`config.mk`:
```
export PLATFORM = sky130hd
export DESIGN_NAME = sound_channel_mapper
export DESIGN_NICKNAME = d
export VERILOG_FILES = /design/src/scm_pkg.sv /design/src/scm_sound_map.sv /design/src/sound_channel_mapper.sv
export VERILOG_INCLUDE_DIRS = /design/src /design/src/src
export SDC_FILE = /design/constraint.sdc
export NUM_CORES = 1
export LEC_CHECK = 0
export ABC_AREA = 1
export BUFFER_PORTS_ARGS = -buffer_cell sky130_fd_sc_hd__buf_2
export CORE_AREA = 2 2 298 300
export DETAILED_ROUTE_END_ITERATION = 8
export DIE_AREA = 0 0 300 302
export SYNTH_ARGS = -nofsm -noshare
export SYNTH_HDL_FRONTEND = slang
export SYNTH_HIERARCHICAL = 1
export SYNTH_SLANG_ARGS = --single-unit
```
`constraint.sdc`:
```
create_clock -name clock -period 8.75 [get_ports clock]
set_input_delay 0.4375 -clock clock [delete_from_list [all_inputs] [get_ports clock]]
set_output_delay 0.4375 -clock clock [all_outputs]
set_load 0.02 [all_outputs]
```
`src/sound_channel_mapper_defines.svh`:
```
// Assertion macros for the sound channel mapper.
// Included by files that carry concurrent assertions; no other dependencies.
`ifndef SOUND_CHANNEL_MAPPER_DEFINES_SVH
`define SOUND_CHANNEL_MAPPER_DEFINES_SVH
`ifndef SYNTH
`define SCM_ASSERT(lbl, clk, rst, prop) \
   lbl: assert property (@(posedge clk) disable iff (rst) prop) \
      else $error("scm assertion failed");
`define SCM_ASSERT_ALWAYS(lbl, clk, prop) \
   lbl: assert property (@(posedge clk) prop) else $error("scm assertion failed");
`else
`define SCM_ASSERT(lbl, clk, rst, prop)
`define SCM_ASSERT_ALWAYS(lbl, clk, prop)
`endif
`endif

```
`src/scm_pkg.sv`:
```
// Package for the sound channel mapper: sizes, operation codes and the
// structs passed between the sequencer and the sound map store. No dependencies.
package scm_pkg;

   localparam int NUM_CHANNELS = 8;
   localparam int NUM_SOUNDS   = 128;

   localparam int CH_W    = 3;
   localparam int SND_W   = 7;
   localparam int FUNC_W  = 3;
   localparam int CNT_W   = $clog2(NUM_SOUNDS + 1);
   localparam int REQ_W   = 24;
   localparam int RSP_W   = 16;
   localparam int RES_W   = 2 + CH_W + SND_W;

   localparam logic [FUNC_W-1:0] FUNC_GRAB      = 3'd0;
   localparam logic [FUNC_W-1:0] FUNC_LOOK_SND  = 3'd1;
   localparam logic [FUNC_W-1:0] FUNC_LOOK_CHN  = 3'd2;
   localparam logic [FUNC_W-1:0] FUNC_CLR_SND   = 3'd3;
   localparam logic [FUNC_W-1:0] FUNC_CLR_CHN   = 3'd4;
   localparam logic [FUNC_W-1:0] FUNC_CLR_ALL   = 3'd5;

   typedef struct packed {
      logic [SND_W-1:0] rd_addr;
      logic             wr_en;
      logic [SND_W-1:0] wr_addr;
      logic             wr_valid;
      logic [CH_W-1:0]  wr_chan;
      logic             clr_all;
   } s2c_cmd_type;

   typedef struct packed {
      logic            valid;
      logic [CH_W-1:0] chan;
   } s2c_rd_type;

   typedef struct packed {
      logic             sound_found;
      logic [SND_W-1:0] out_sound;
      logic             channel_found;
      logic [CH_W-1:0]  out_channel;
   } result_type;

endpackage

```
`src/scm_sound_map.sv`:
```
// Sound-to-channel map store: channel memory plus per-entry valid flops.
// Depends on scm_pkg.
module scm_sound_map (
   input  logic                 clock,
   input  logic                 reset,
   input  scm_pkg::s2c_cmd_type cmd,
   output scm_pkg::s2c_rd_type  rd
);
   import scm_pkg::*;

   logic [CH_W-1:0]       s2c_mem [NUM_SOUNDS];
   logic [NUM_SOUNDS-1:0] vld_ff, vld_in;
   logic [CH_W-1:0]       rd_chan_ff;
   logic                  rd_vld_ff;

   always_comb begin
      vld_in = vld_ff;
      if (cmd.wr_en) begin
         vld_in[cmd.wr_addr] = cmd.wr_valid;
      end
      if (cmd.clr_all) begin
         vld_in = '0;
      end
   end

   always_ff @(posedge clock) begin
      if (reset) begin
         vld_ff    <= '0;
         rd_vld_ff <= 1'b0;
      end else begin
         vld_ff    <= vld_in;
         rd_vld_ff <= vld_ff[cmd.rd_addr];
      end
   end

   always_ff @(posedge clock) begin
      if (cmd.wr_en && cmd.wr_valid) begin
         s2c_mem[cmd.wr_addr] <= cmd.wr_chan;
      end
      rd_chan_ff <= s2c_mem[cmd.rd_addr];
   end

   assign rd.valid = rd_vld_ff;
   assign rd.chan  = rd_chan_ff;

endmodule

```
`src/sound_channel_mapper.sv`:
```
// Sound channel mapper top level: operation sequencer, channel map, free mask.
// Depends on scm_pkg, scm_sound_map and sound_channel_mapper_defines.svh.
//
//  group  dir  fields (lsb first)                                   beats
//  req    in   tuser: func; tdata: sound, channel, playing_mask      one per op
//  rsp    out  tdata: out_channel, channel_found, out_sound,         one per op
//              sound_found
//
// Grab, lookup sound and clear sound go through one sound map read and one
// decision before the output register. Lookup/clear channel finish on a
// direct reverse map hit; on a miss the sound map is scanned one entry per
// cycle through its single read port. Clear all goes straight to output.
// Reset is synchronous; no clearing pass. A stalled rsp holds the next
// result in the sequencer; a new req is taken while a result waits in rsp.
`include "sound_channel_mapper_defines.svh"
module sound_channel_mapper (
   input  logic                       clock,
   input  logic                       reset,
   input  logic                       req_tvalid,
   output logic                       req_tready,
   input  logic [scm_pkg::REQ_W-1:0]  req_tdata,  // sound, channel, playing_mask
   input  logic [scm_pkg::FUNC_W-1:0] req_tuser,  // func
   output logic                       rsp_tvalid,
   input  logic                       rsp_tready,
   output logic [scm_pkg::RSP_W-1:0]  rsp_tdata   // out_channel, channel_found,
                                                  // out_sound, sound_found
);
   import scm_pkg::*;

   localparam logic [2:0] ST_IDLE = 3'd0;
   localparam logic [2:0] ST_SND  = 3'd1;
   localparam logic [2:0] ST_CHN  = 3'd2;
   localparam logic [2:0] ST_SCAN = 3'd3;
   localparam logic [2:0] ST_OUT  = 3'd4;

   logic [2:0]              state_ff, state_in;
   logic [FUNC_W-1:0]       func_ff, func_in;
   logic [SND_W-1:0]        snd_ff, snd_in;
   logic [CH_W-1:0]         chn_ff, chn_in;
   logic [NUM_CHANNELS-1:0] play_ff, play_in;
   logic [NUM_CHANNELS-1:0] c2s_vld_ff, c2s_vld_in;
   logic [SND_W-1:0]        c2s_snd_ff [NUM_CHANNELS];
   logic [SND_W-1:0]        c2s_snd_in [NUM_CHANNELS];
   logic [NUM_CHANNELS-1:0] free_ff, free_in;
   logic [CH_W-1:0]         last_ff, last_in;
   logic [CNT_W-1:0]        cnt_ff, cnt_in;
   logic                    pend_ff, pend_in;
   logic [SND_W-1:0]        pidx_ff, pidx_in;
   result_type              res_ff, res_in;
   logic                    rsp_vld_ff, rsp_vld_in;
   result_type              rsp_data_ff, rsp_data_in;

   s2c_cmd_type cmd;
   s2c_rd_type  rd;

   logic [SND_W-1:0]  req_snd;
   logic [CH_W-1:0]   req_chn;
   logic [NUM_CHANNELS-1:0] req_play;
   logic              accept;
   logic              snd_ok, chn_ok;
   logic              c_hit;
   logic [CH_W-1:0]   c_idx;
   logic              fc_found;
   logic [CH_W-1:0]   fc_chan;
   logic              a1_hit, a2_hit;
   logic [CH_W-1:0]   a1_idx, a2_idx, wrap_idx, alloc_idx, grant;
   logic              chn_done, chn_hit;
   logic [SND_W-1:0]  chn_snd;

   assign req_snd  = req_tdata[SND_W-1:0];
   assign req_chn  = req_tdata[SND_W+CH_W-1:SND_W];
   assign req_play = req_tdata[SND_W+CH_W+NUM_CHANNELS-1:SND_W+CH_W];
   assign req_tready = (state_ff == ST_IDLE);
   assign accept     = req_tvalid && req_tready;

   assign snd_ok = {1'b0, snd_ff} < (SND_W+1)'(NUM_SOUNDS);
   assign chn_ok = {1'b0, chn_ff} < (CH_W+1)'(NUM_CHANNELS);

   // reverse map search and channel allocation, lowest index wins
   always_comb begin
      c_hit  = 1'b0;
      c_idx  = '0;
      a1_hit = 1'b0;
      a1_idx = '0;
      a2_hit = 1'b0;
      a2_idx = '0;
      for (int i = NUM_CHANNELS - 1; i >= 0; i--) begin
         if (c2s_vld_ff[i] && (c2s_snd_ff[i] == snd_ff)) begin
            c_hit = 1'b1;
            c_idx = CH_W'(i);
         end
         if (free_ff[i] && !play_ff[i]) begin
            a1_hit = 1'b1;
            a1_idx = CH_W'(i);
         end
         if (!play_ff[i]) begin
            a2_hit = 1'b1;
            a2_idx = CH_W'(i);
         end
      end
   end

   assign fc_found  = snd_ok && (rd.valid || c_hit);
   assign fc_chan   = rd.valid ? rd.chan : c_idx;
   assign wrap_idx  = (last_ff == CH_W'(NUM_CHANNELS - 1)) ? '0 : last_ff + 1'b1;
   assign alloc_idx = a1_hit ? a1_idx : (a2_hit ? a2_idx : wrap_idx);
   assign grant     = fc_found ? fc_chan : alloc_idx;

   always_comb begin
      state_in    = state_ff;
      func_in     = func_ff;
      snd_in      = snd_ff;
      chn_in      = chn_ff;
      play_in     = play_ff;
      c2s_vld_in  = c2s_vld_ff;
      c2s_snd_in  = c2s_snd_ff;
      free_in     = free_ff;
      last_in     = last_ff;
      cnt_in      = cnt_ff;
      pend_in     = 1'b0;
      pidx_in     = pidx_ff;
      res_in      = res_ff;
      rsp_vld_in  = rsp_vld_ff && !rsp_tready;
      rsp_data_in = rsp_data_ff;
      chn_done    = 1'b0;
      chn_hit     = 1'b0;
      chn_snd     = c2s_snd_ff[chn_ff];
      cmd         = '0;
      cmd.rd_addr = req_snd;

      unique case (state_ff)
         ST_IDLE: begin
            if (accept) begin
               func_in = req_tuser;
               snd_in  = req_snd;
               chn_in  = req_chn;
               play_in = req_play;
               res_in  = '0;
               unique case (req_tuser) inside
                  FUNC_GRAB, FUNC_LOOK_SND, FUNC_CLR_SND: state_in = ST_SND;
                  FUNC_LOOK_CHN, FUNC_CLR_CHN:             state_in = ST_CHN;
                  FUNC_CLR_ALL: begin
                     cmd.clr_all = 1'b1;
                     c2s_vld_in  = '0;
                     free_in     = '1;
                     last_in     = '0;
                     state_in    = ST_OUT;
                  end
                  default: state_in = ST_OUT;
               endcase
            end
         end
         ST_SND: begin
            unique case (func_ff)
               FUNC_GRAB: begin
                  if (snd_ok) begin
                     if (!fc_found) begin
                        last_in = alloc_idx;
                     end
                     free_in[grant]    = 1'b0;
                     c2s_vld_in[grant] = 1'b1;
                     c2s_snd_in[grant] = snd_ff;
                     cmd.wr_en         = 1'b1;
                     cmd.wr_addr       = snd_ff;
                     cmd.wr_valid      = 1'b1;
                     cmd.wr_chan       = grant;
                     res_in.out_channel   = grant;
                     res_in.channel_found = 1'b1;
                  end
               end
               FUNC_LOOK_SND: begin
                  if (fc_found) begin
                     res_in.out_channel   = fc_chan;
                     res_in.channel_found = 1'b1;
                  end
               end
               FUNC_CLR_SND: begin
                  if (snd_ok) begin
                     cmd.wr_en   = 1'b1;
                     cmd.wr_addr = snd_ff;
                     if (fc_found) begin
                        c2s_vld_in[fc_chan] = 1'b0;
                        free_in[fc_chan]    = 1'b1;
                     end
                  end
               end
               default: ;
            endcase
            state_in = ST_OUT;
         end
         ST_CHN: begin
            cnt_in = '0;
            if (!chn_ok) begin
               state_in = ST_OUT;
            end else if (c2s_vld_ff[chn_ff]) begin
               chn_done = 1'b1;
               chn_hit  = 1'b1;
            end else begin
               state_in = ST_SCAN;
            end
         end
         ST_SCAN: begin
            cmd.rd_addr = cnt_ff[SND_W-1:0];
            if (cnt_ff < CNT_W'(NUM_SOUNDS)) begin
               pend_in = 1'b1;
               pidx_in = cnt_ff[SND_W-1:0];
               cnt_in  = cnt_ff + 1'b1;
            end
            chn_snd = pidx_ff;
            if (pend_ff && rd.valid && (rd.chan == chn_ff)) begin
               chn_done = 1'b1;
               chn_hit  = 1'b1;
            end else if (!pend_ff && (cnt_ff == CNT_W'(NUM_SOUNDS))) begin
               chn_done = 1'b1;
            end
         end
         ST_OUT: begin
            if (!rsp_vld_ff || rsp_tready) begin
               rsp_vld_in  = 1'b1;
               rsp_data_in = res_ff;
               state_in    = ST_IDLE;
            end
         end
         default: state_in = ST_IDLE;
      endcase

      if (chn_done) begin
         pend_in  = 1'b0;
         state_in = ST_OUT;
         if ((func_ff == FUNC_LOOK_CHN) && chn_hit) begin
            res_in.out_sound   = chn_snd;
            res_in.sound_found = 1'b1;
         end
         if (func_ff == FUNC_CLR_CHN) begin
            c2s_vld_in[chn_ff] = 1'b0;
            free_in[chn_ff]    = 1'b1;
            if (chn_hit) begin
               cmd.wr_en   = 1'b1;
               cmd.wr_addr = chn_snd;
            end
         end
      end
   end

   always_ff @(posedge clock) begin
      if (reset) begin
         state_ff   <= ST_IDLE;
         c2s_vld_ff <= '0;
         free_ff    <= '1;
         last_ff    <= '0;
         pend_ff    <= 1'b0;
         rsp_vld_ff <= 1'b0;
      end else begin
         state_ff   <= state_in;
         c2s_vld_ff <= c2s_vld_in;
         free_ff    <= free_in;
         last_ff    <= last_in;
         pend_ff    <= pend_in;
         rsp_vld_ff <= rsp_vld_in;
      end
   end

   always_ff @(posedge clock) begin
      func_ff     <= func_in;
      snd_ff      <= snd_in;
      chn_ff      <= chn_in;
      play_ff     <= play_in;
      c2s_snd_ff  <= c2s_snd_in;
      cnt_ff      <= cnt_in;
      pidx_ff     <= pidx_in;
      res_ff      <= res_in;
      rsp_data_ff <= rsp_data_in;
   end

   scm_sound_map u_sound_map (
      .clock (clock),
      .reset (reset),
      .cmd   (cmd),
      .rd    (rd)
   );

   assign rsp_tvalid = rsp_vld_ff;
   assign rsp_tdata  = {(RSP_W - RES_W)'(0), rsp_data_ff};

   `SCM_ASSERT(a_free_mirrors_map, clock, reset, free_ff == ~c2s_vld_ff)
   `SCM_ASSERT(a_scan_bound, clock, reset, (state_ff == ST_SCAN) |-> (cnt_ff <= CNT_W'(NUM_SOUNDS)))
   `SCM_ASSERT(a_rsp_from_out, clock, reset, $rose(rsp_tvalid) |-> ($past(state_ff) == ST_OUT))
   `SCM_ASSERT(a_busy_after_beat, clock, reset, accept |=> !req_tready)
   `SCM_ASSERT_ALWAYS(a_reset_state, clock, reset |=> ((free_ff == '1) && (c2s_vld_ff == '0)))

endmodule
```
==> flow_summary.html, run 1 <==
<table>
<tr><th>Metric</th><th>Value</th></tr>
<tr><th colspan="2">Outcome</th></tr>
<tr><td>Result of the run</td><td>complete, no violations</td></tr>
<tr><th colspan="2">Yosys</th></tr>
<tr><td>Share of the yosys chip area belonging to registers</td><td>0.594</td></tr>
<tr><td>Synthesized area per cell</td><td>just over 9 um2</td></tr>
<tr><td>Synth async-reset ratio</td><td>0</td></tr>
<tr><td>Post-synthesis sequential element count</td><td>approximately 660</td></tr>
<tr><td>Count of flip-flops with a built-in enable after synthesis</td><td>between 400 and 500</td></tr>
<tr><td>Number of distinct library cell variants in the gate-level netlist after synthesis</td><td>56</td></tr>
<tr><td>Most frequently used flop master after synthesis</td><td>edfxtp_1</td></tr>
<tr><td>Syn Std Cell Area</td><td>30400 um2</td></tr>
<tr><td>Number of warnings issued by yosys</td><td>6</td></tr>
<tr><td>Synth top area share</td><td>0.486</td></tr>
<tr><td>Library cell occupying the most area in the post-synthesis netlist</td><td>edfxtp_1</td></tr>
<tr><td>Biggest area contributors in the synthesized netlist</td><td>edfxtp_1 49%, nand2_1 11%, dfxtp_1 11%</td></tr>
<tr><td>Cells after Synth</td><td>about 3300</td></tr>
<tr><th colspan="2">Timing</th></tr>
<tr><td>Maximum clock frequency</td><td>approximately 180 MHz</td></tr>
<tr><td>Final critical delay including setup and external delays</td><td>about 5.6 ns</td></tr>
<tr><td>Unrepaired setup endpoints after global routing</td><td>false</td></tr>
<tr><td>Post-route clock period utilization</td><td>0.639</td></tr>
<tr><td>Final worst slack</td><td>3.16 ns</td></tr>
<tr><td>Maximum clock skew at final layout</td><td>between 0.015 and 0.02 ns</td></tr>
<tr><td>Max_slew headroom</td><td>0.168</td></tr>
<tr><td>Final setup vio count</td><td>0</td></tr>
<tr><td>Final TNS setup</td><td>0 ns</td></tr>
<tr><td>Tightest Pin Transition</td><td>1.24 ns</td></tr>
<tr><td>Number of failing hold endpoints at the final stage</td><td>0</td></tr>
<tr><td>Final count of pins violating max slew</td><td>0</td></tr>
<tr><td>Hold Worst Slack</td><td>0.0230 ns</td></tr>
<tr><th colspan="2">Cells and area</th></tr>
<tr><td>Count of non-filler cells in the finished layout</td><td>about 4500</td></tr>
<tr><td>Final standard cell area without fillers</td><td>~34000 um2</td></tr>
<tr><td>Final core utilization</td><td>0.389</td></tr>
<tr><td>Fraction of final layout cells sized beyond drive strength 1</td><td>0.104</td></tr>
<tr><td>Synthesis-to-layout area growth</td><td>12.1%</td></tr>
<tr><td>Antenna diode instance count</td><td>0</td></tr>
<tr><td>Total number of nets in the final design</td><td>about 3300</td></tr>
<tr><th colspan="2">Critical path</th></tr>
<tr><td>Top cell by count, worst path</td><td>inv_1</td></tr>
<tr><td>Maximum fanout along the worst path</td><td>26</td></tr>
<tr><td>Category of the worst setup path launch point</td><td>flip-flop</td></tr>
<tr><td>Arrival time worst endpoint</td><td>~5.9 ns</td></tr>
<tr><td>WP data required</td><td>about 9 ns</td></tr>
<tr><td>CP peak stage delay</td><td>between 0.8 and 0.9 ns</td></tr>
<tr><td>Cell breakdown of the critical path</td><td>nor2_1 &gt; inv_1 &gt; nor2_1 &gt; buf_4 &gt; inv_1 &gt; nand2_1 &gt; inv_1 &gt; nor2_1 &gt; inv_1 &gt; o21ai_0 &gt; inv_2 &gt; nor3_2 &gt; nand2_2 &gt; nor3_1</td></tr>
<tr><td>Type of the worst setup path</td><td>reg2reg</td></tr>
<tr><td>Crit path max-delay cell type</td><td>o21ai_0</td></tr>
<tr><td>Kind of end point of the critical path</td><td>flip-flop</td></tr>
<tr><th colspan="2">Power</th></tr>
<tr><td>Leakage</td><td>around 12 nW</td></tr>
<tr><td>Proportion of total power due to net switching</td><td>0.259</td></tr>
<tr><td>Relative contribution of combinational cells to total power</td><td>0.101</td></tr>
<tr><td>Net Sw Power</td><td>between 1.5 and 2 mW</td></tr>
<tr><td>Sequential share of power</td><td>0.472</td></tr>
<tr><td>Pwr/cell area</td><td>212 nW/um2</td></tr>
<tr><td>Cell-internal power</td><td>around 5.4 mW</td></tr>
<tr><td>Largest vdd supply drop</td><td>0.000130 V</td></tr>
<tr><td>Part of the power in the clock network</td><td>0.427</td></tr>
<tr><td>Final Power</td><td>slightly above 7 mW</td></tr>
<tr><th colspan="2">Clock network</th></tr>
<tr><td>H-tree lvl count</td><td>3</td></tr>
<tr><td>Post-CTS setup buffers</td><td>0</td></tr>
<tr><td>CTS tree</td><td>built</td></tr>
<tr><td>Clk sink count</td><td>about 660</td></tr>
<tr><td>Maximum number of buffers from clock root to sink</td><td>3</td></tr>
<tr><td>Skew-Pair Late Insertion Delay</td><td>approximately 0.63 ns</td></tr>
<tr><td>Number of clock buffers inserted by TritonCTS</td><td>72</td></tr>
<tr><td>Root Buffer Master</td><td>clkbuf_16</td></tr>
<tr><td>Clk pin slew, worst setup/hold paths</td><td>approximately 0.06 ns</td></tr>
<tr><th colspan="2">Global route</th></tr>
<tr><td>Pin count of the biggest net entering global routing</td><td>between 100 and 150</td></tr>
<tr><td>Global-route wire length before repair</td><td>roughly 130 mm</td></tr>
<tr><td>Tot GR Track Use</td><td>0.183</td></tr>
<tr><td>Number of global-route vias before repair</td><td>between 20000 and 25000</td></tr>
<tr><td>Antenna violations before repair</td><td>0</td></tr>
<tr><td>Grt total ovfl</td><td>0</td></tr>
<tr><th colspan="2">Routing</th></tr>
<tr><td>DRT Wirelength</td><td>around 84 mm</td></tr>
<tr><td>Remaining routing DRC violations</td><td>0</td></tr>
<tr><td>Number of antenna-violating nets in the routed design</td><td>0</td></tr>
<tr><td>Mean number of vias per cell</td><td>between 5 and 6</td></tr>
<tr><td>Detailed-route via count</td><td>about 23000</td></tr>
<tr><td>Detailed router's first-iteration violation count</td><td>about 2200</td></tr>
<tr><td>Drt pass-1 iters</td><td>6</td></tr>
<tr><td>Routed wire length per instance</td><td>~19 um</td></tr>
<tr><th colspan="2">Worst hold path</th></tr>
<tr><td>Class of the tightest hold or removal check</td><td>in2reg</td></tr>
<tr><th colspan="2">Placed design</th></tr>
<tr><td>Count of placed standard cells including taps</td><td>around 4400</td></tr>
<tr><td>Last weighted congestion value of the routability-driven placer</td><td>between 0.9 and 1</td></tr>
<tr><td>Instance area after placement</td><td>between 30000 and 40000 um2</td></tr>
<tr><td>Post-Place Worst Slack</td><td>3.22 ns</td></tr>
<tr><td>Detailed-placement wirelength estimate</td><td>just over 50 mm</td></tr>
<tr><td>Port-buffer cells</td><td>38</td></tr>
<tr><th colspan="2">Die</th></tr>
<tr><td>Area of the core</td><td>slightly below 90000 um2</td></tr>
<tr><td>Initial cell density of the core</td><td>0.347</td></tr>
<tr><td>Number of I/O pins</td><td>around 50</td></tr>
<tr><td>Width of the chip</td><td>roughly 300 um</td></tr>
<tr><td>Row count</td><td>between 100 and 150</td></tr>
<tr><td>Die outline area</td><td>90600 um2</td></tr>
<tr><td>Die Y-Extent</td><td>302 um</td></tr>
<tr><th colspan="2">Job</th></tr>
<tr><td>Max_cap viols</td><td>0</td></tr>
</table>
==> cell usage in the layout, fill, tap and decap left out, drive strengths merged, types with 12 or more instances in the layout <==
cell / n
clkinv: 25
nor3: 131
clkbuf: 99
dfxtp: 164
edfxtp: 492
a221oi: 13
a21oi: 187
o21ai: 144
nand3: 540
dlygate4sd3: 12
nor2: 159
nand2: 913
buf: 73
inv: 315
==> registers in the layout, summed over array words and instances (netlist names) <==
register and flops:
play_ff 8, snd_ff 7, u_sound_map/vld_ff 128, c2s_snd_ff 56, u_sound_map/s2c_mem 384, func_ff 3, u_sound_map/rd_chan_ff 3, state_ff 3
pend_ff 1, u_sound_map/rd_vld_ff 1, cnt_ff 8, last_ff 3, res_ff 12, rsp_tdata 12, chn_ff 3, pidx_ff 7
c2s_vld_ff 8, rsp_tvalid 1, free_ff 8
==> cells by family (layout without fill, tap and decap cells) <==
group,count (synthesis),in the layout,synth area share
AOI/OAI and AO/OA,382,382,0.0702
xor gates and xnor gates,17,17,0.00490
adders and majority gates,4,4,0.00165
buffers and inverters,498,531,0.0661
DFF,656,656,0.594
other,1,4,0.000123
and+or+nand+nor,1760,1760,0.263
==> what timing repair did <==
item	in CTS	in global routing
hold endpoints to repair	12	0
hold buffers	12	0
resized for setup	0	0
==> synthesized netlist by cell type (5+ instances only) <==
library cell,count
inv_2,28
buf_1,29
a221oi_1,13
a31oi_1,7
clkbuf_1,100
a21oi_1,178
buf_2,41
nor2_1,146
xnor2_1,11
inv_1,277
nor3_1,67
nand2_1,895
buf_4,11
nor3_4,9
edfxtp_1,492
o21ai_2,7
xor2_1,6
o22ai_1,11
buf_6,5
nor3_2,55
nor2_2,9
nand2_2,16
nand4_1,7
a21oi_2,8
o21ai_0,135
dfxtp_1,164
nand3_1,539
==> power by group through the flow <==
stage,clock [mW],sequential (mW),combinational [mW]
2_1_floorplan,0,3.46,0.500
3_3_place_gp,0,3.48,0.715
3_5_place_dp,0,3.48,0.717
4_1_cts,3.15,3.42,0.723
5_1_grt,3.27,3.42,0.802
6_report,3.09,3.42,0.728
==> worst paths after layout <==
path | start | endpoint | slack (ns) | depth (start not counted)
setup / recovery | func_ff[1]$_DFFE_PP_ | u_sound_map/s2c_mem[116][0]$_DFFE_PP_ | 3.16 | 14
hold / removal | req_tdata[2] | snd_ff[2]$_DFFE_PP_ | 0.02 | 1
setup reg to reg | func_ff[1]$_DFFE_PP_ | u_sound_map/s2c_mem[116][0]$_DFFE_PP_ | 3.16 | 14
hold reg to reg | res_ff[2]$_DFFE_PP_ | rsp_tdata[2]$_DFFE_PP_ | 0.42 | 0
==> critical path: cells and delay by family, from the launching register on <==
kind | cells | cell delay (ns)
and+or+nand+nor | 7 | 2.59
buffers and inverters | 6 | 1.24
AOI/OAI and AO/OA | 1 | 0.89
DFF | 1 | 0.46
==> per-layer routing <==
layer / share of wire / routed length (um) / global-route usage
met1: 0.45 / 37400 / 0.252
met2: 0.46 / 38900 / 0.298
met3: 0.062 / 5200 / 0.0238
met4: 0.028 / 2320 / 0.0612
met5: 0 / 0 / 0
==> layout make-up <==
| class | count | area, um2 |
|---|---|---|
| well taps | 1165 | 1460 |
| multi-input cells | 2167 | 10400 |
| inverters | 312 | 1200 |
| repair buffers | 85 | 573 |
| flip-flops and latches | 656 | 18100 |
| clock buffers | 99 | 2040 |
| clock inverters | 35 | 363 |
| fillers | 8684 | 53500 |
Power figures use the tool's default switching activity.
==> run 2: changes to the inputs <==
clock period = 5.61 ns   (was 8.75 ns; I/O delays follow)
==> run 2 against run 1 <==
Via count is 0.14% lower. Register-to-register slack got worse by 2.2 ns. Global-route usage is 0.097 points lower. Combinational power grew 58%. Fmax rose by 19%. Non-clock buffer count is 21 higher. Cell area grew 0.77%. Die area unchanged. Setup slack lost 2.2 ns. Clock skew increased by 0.030 ns. Critical path type unchanged. Largest power group unchanged.
==> flow_summary.html, run 2 (same netlist as run 1, synthesis figures left out) <==
<table>
<tr><th>Metric</th><th>Value</th></tr>
<tr><th colspan="2">Outcome</th></tr>
<tr><td>Result of the run</td><td>complete, no violations</td></tr>
<tr><th colspan="2">Power</th></tr>
<tr><td>Leakage</td><td>12.0 nW (+0.74%)</td></tr>
<tr><td>Largest vdd supply drop</td><td>0.000207 V (+59%)</td></tr>
<tr><td>Final Power</td><td>11.2 mW (+55%)</td></tr>
<tr><td>Pwr/cell area</td><td>326 nW/um2 (+54%)</td></tr>
<tr><th colspan="2">Worst hold path</th></tr>
<tr><td>Hold path startpoint</td><td>req_tvalid</td></tr>
<tr><td>Class of the tightest hold or removal check</td><td>in2reg</td></tr>
<tr><th colspan="2">Critical path</th></tr>
<tr><td>WP data required</td><td>5.86 ns (-3.15 ns)</td></tr>
<tr><td>Reg2reg start</td><td>chn_ff[1]$_DFFE_PP_</td></tr>
<tr><td>Reg2Reg Setup Slack</td><td>0.92 ns (-2.24 ns)</td></tr>
<tr><td>Category of the worst setup path launch point</td><td>flip-flop</td></tr>
<tr><td>Type of the worst setup path</td><td>reg2reg</td></tr>
<tr><td>Startpoint of the most critical setup path</td><td>chn_ff[1]$_DFFE_PP_</td></tr>
<tr><td>Arrival time worst endpoint</td><td>4.95 ns (-0.90 ns)</td></tr>
<tr><td>Maximum fanout along the worst path</td><td>19 (-27%)</td></tr>
<tr><td>Kind of end point of the critical path</td><td>flip-flop</td></tr>
<tr><th colspan="2">Cells and area</th></tr>
<tr><td>Synthesis-to-layout area growth</td><td>13.0%</td></tr>
<tr><td>Most used cells in the layout excluding fill and tap cells</td><td>895 x nand2_1, 539 x nand3_1, 492 x edfxtp_1, 273 x inv_1, 178 x a21oi_1</td></tr>
<tr><td>Fraction of final layout cells sized beyond drive strength 1</td><td>0.104 (+0.000305)</td></tr>
<tr><td>Total number of nets in the final design</td><td>3349 (+0.60%)</td></tr>
<tr><td>Register name with the most flops</td><td>u_sound_map/s2c_mem</td></tr>
<tr><td>Most common cell after layout, fill and taps aside</td><td>nand2_1</td></tr>
<tr><td>Antenna diode instance count</td><td>0 (unchanged)</td></tr>
<tr><td>Largest regs</td><td>u_sound_map/s2c_mem x384, u_sound_map/vld_ff x128, c2s_snd_ff x56</td></tr>
<tr><td>Area of the multi-input gates</td><td>10400 um2 (unchanged)</td></tr>
<tr><td>FILL cells</td><td>8639 (-0.52%)</td></tr>
<tr><td>Seq. cell area</td><td>18100 um2 (unchanged)</td></tr>
<tr><td>Number of flip-flops in the largest register</td><td>384 (unchanged)</td></tr>
<tr><th colspan="2">Die</th></tr>
<tr><td>Row count</td><td>109 (unchanged)</td></tr>
<tr><td>Number of I/O pins</td><td>49 (unchanged)</td></tr>
<tr><td>Die Y-Extent</td><td>302 um (unchanged)</td></tr>
<tr><td>Area of the core</td><td>87600 um2 (unchanged)</td></tr>
<tr><td>Width of the chip</td><td>300 um (unchanged)</td></tr>
<tr><td>Initial cell density of the core</td><td>0.347 (unchanged)</td></tr>
<tr><td>Die outline area</td><td>90600 um2 (unchanged)</td></tr>
<tr><th colspan="2">Routing</th></tr>
<tr><td>Number of antenna-violating nets in the routed design</td><td>0 (unchanged)</td></tr>
<tr><td>Remaining routing DRC violations</td><td>0 (unchanged)</td></tr>
<tr><td>Mean number of vias per cell</td><td>5.13 (-0.56%)</td></tr>
<tr><td>Detailed router's first-iteration violation count</td><td>2212 (-0.49%)</td></tr>
<tr><td>DRT Wirelength</td><td>83.3 mm (-0.57%)</td></tr>
<tr><td>Routed wire length per instance</td><td>18.4 um (-0.99%)</td></tr>
<tr><td>Detailed-route via count</td><td>23285 (-0.14%)</td></tr>
<tr><td>Drt pass-1 iters</td><td>5 (-1)</td></tr>
<tr><th colspan="2">Timing</th></tr>
<tr><td>Maximum clock skew at final layout</td><td>0.0495 ns (+0.0302 ns)</td></tr>
<tr><td>Unrepaired setup endpoints after global routing</td><td>false</td></tr>
<tr><td>Final count of pins violating max slew</td><td>0 (unchanged)</td></tr>
<tr><td>Maximum clock frequency</td><td>213 MHz (+19%)</td></tr>
<tr><td>Final TNS setup</td><td>0 ns (unchanged)</td></tr>
<tr><td>Post-route clock period utilization</td><td>0.837 (+0.198)</td></tr>
<tr><td>Tightest Pin Transition</td><td>1.13 ns (-0.110 ns)</td></tr>
<tr><td>Final setup vio count</td><td>0 (unchanged)</td></tr>
<tr><td>Number of failing hold endpoints at the final stage</td><td>0 (unchanged)</td></tr>
<tr><td>Max_slew headroom</td><td>0.240 (+0.0716)</td></tr>
<tr><td>Final critical delay including setup and external delays</td><td>4.69 ns (-0.897 ns)</td></tr>
<tr><th colspan="2">Placed design</th></tr>
<tr><td>Detailed-placement wirelength estimate</td><td>50.7 mm (-0.16%)</td></tr>
<tr><td>Port-buffer cells</td><td>38 (unchanged)</td></tr>
<tr><td>Last weighted congestion value of the routability-driven placer</td><td>0.927 (+0.43%)</td></tr>
<tr><th colspan="2">Global route</th></tr>
<tr><td>Number of global-route vias before repair</td><td>22063 (+0.39%)</td></tr>
<tr><td>Tot GR Track Use</td><td>0.182 (-0.000971)</td></tr>
<tr><td>Global-route wire length before repair</td><td>129 mm (-0.41%)</td></tr>
<tr><td>Pin count of the biggest net entering global routing</td><td>189 (+59%)</td></tr>
<tr><td>Antenna violations before repair</td><td>0 (unchanged)</td></tr>
<tr><td>Grt total ovfl</td><td>0 (unchanged)</td></tr>
<tr><th colspan="2">Clock network</th></tr>
<tr><td>Number of cells upsized or downsized after cts</td><td>0 (unchanged)</td></tr>
<tr><td>Root Buffer Master</td><td>clkbuf_16</td></tr>
<tr><td>Number of clock buffers inserted by TritonCTS</td><td>71 (-1.4%)</td></tr>
<tr><td>Hold-fix buffers at CTS</td><td>23 (+11)</td></tr>
<tr><td>Clk sink count</td><td>656 (unchanged)</td></tr>
<tr><td>Maximum number of buffers from clock root to sink</td><td>3 (unchanged)</td></tr>
<tr><td>H-tree lvl count</td><td>3 (unchanged)</td></tr>
<tr><td>Skew-Pair Late Insertion Delay</td><td>0.64 ns (about the same)</td></tr>
<tr><td>Clk pin slew, worst setup/hold paths</td><td>0.06 ns (about the same)</td></tr>
<tr><td>Post-CTS setup buffers</td><td>0 (unchanged)</td></tr>
<tr><td>CTS tree</td><td>built</td></tr>
<tr><th colspan="2">Job</th></tr>
<tr><td>Max_cap viols</td><td>0 (unchanged)</td></tr>
</table>
[run 2: cell type report]
class	instances	share of cell area
Clock inverter	33	0.0114
Inverter	312	0.0348
Clock buffer	99	0.0575
Sequential cell	656	0.525
Tap cell	1165	0.0424
Multi-Input combinational cell	2167	0.303
Timing Repair Buffer	106	0.0253
[run 2: report_power, final]
part,switching (mW),total (mW),internal [mW]
combinational,0.825,1.15,0.322
clock,2.01,4.74,2.73
sequential,0.0819,5.33,5.25
total,2.91,11.2,8.31
[run 2: per-stage QoR]
step / instances / worst slack, ns / instance area [um2] / util / hold slack, ns
after detailed placement: 4383 / 0.942 / 31800 / 0.363 / 0.407
after floorplan: 3321 / 0.258 / 30400 / - / 0.350
final: 4538 / 0.916 / 34400 / 0.392 / 0.207
after global routing: 4538 / 0.501 / 34400 / 0.392 / 0.233
after global placement: 4383 / 0.979 / 31800 / 0.363 / 0.402
after CTS: 4538 / 0.906 / 34400 / 0.392 / 0.170
[run 2: critical path, stage by stage (launching register included)]
cell and delay [ns]:
edfxtp_1 0.53, inv_1 0.20, nand3_1 0.28, o2111ai_1 0.35, o21ai_2 0.14, o21ai_2 0.18
inv_2 0.11, o21ai_0 0.89, nand2_1 0.86, nor3_1 0.76
[run 2: metal layers]
metal  global-route usage  wire length [um]  share of wire  vias up
met5                    0                 0              0        -
met4               0.0685              2730          0.033        0
met3               0.0266              5750          0.069      175
met2                0.298             38600           0.46      810
met1                0.245             36200           0.43    11055
li1                     -                 -              -    11245
[run 2: final timing paths]
| kind | end | cells past startpoint |
|---|---|---|
| hold / removal | func_ff[1]$_DFFE_PP_ | 3 |
| hold reg to reg | rsp_tdata[0]$_DFFE_PP_ | 0 |
| setup reg to reg | u_sound_map/s2c_mem[7][1]$_DFFE_PP_ | 9 |
| setup / recovery | u_sound_map/s2c_mem[7][1]$_DFFE_PP_ | 9 |
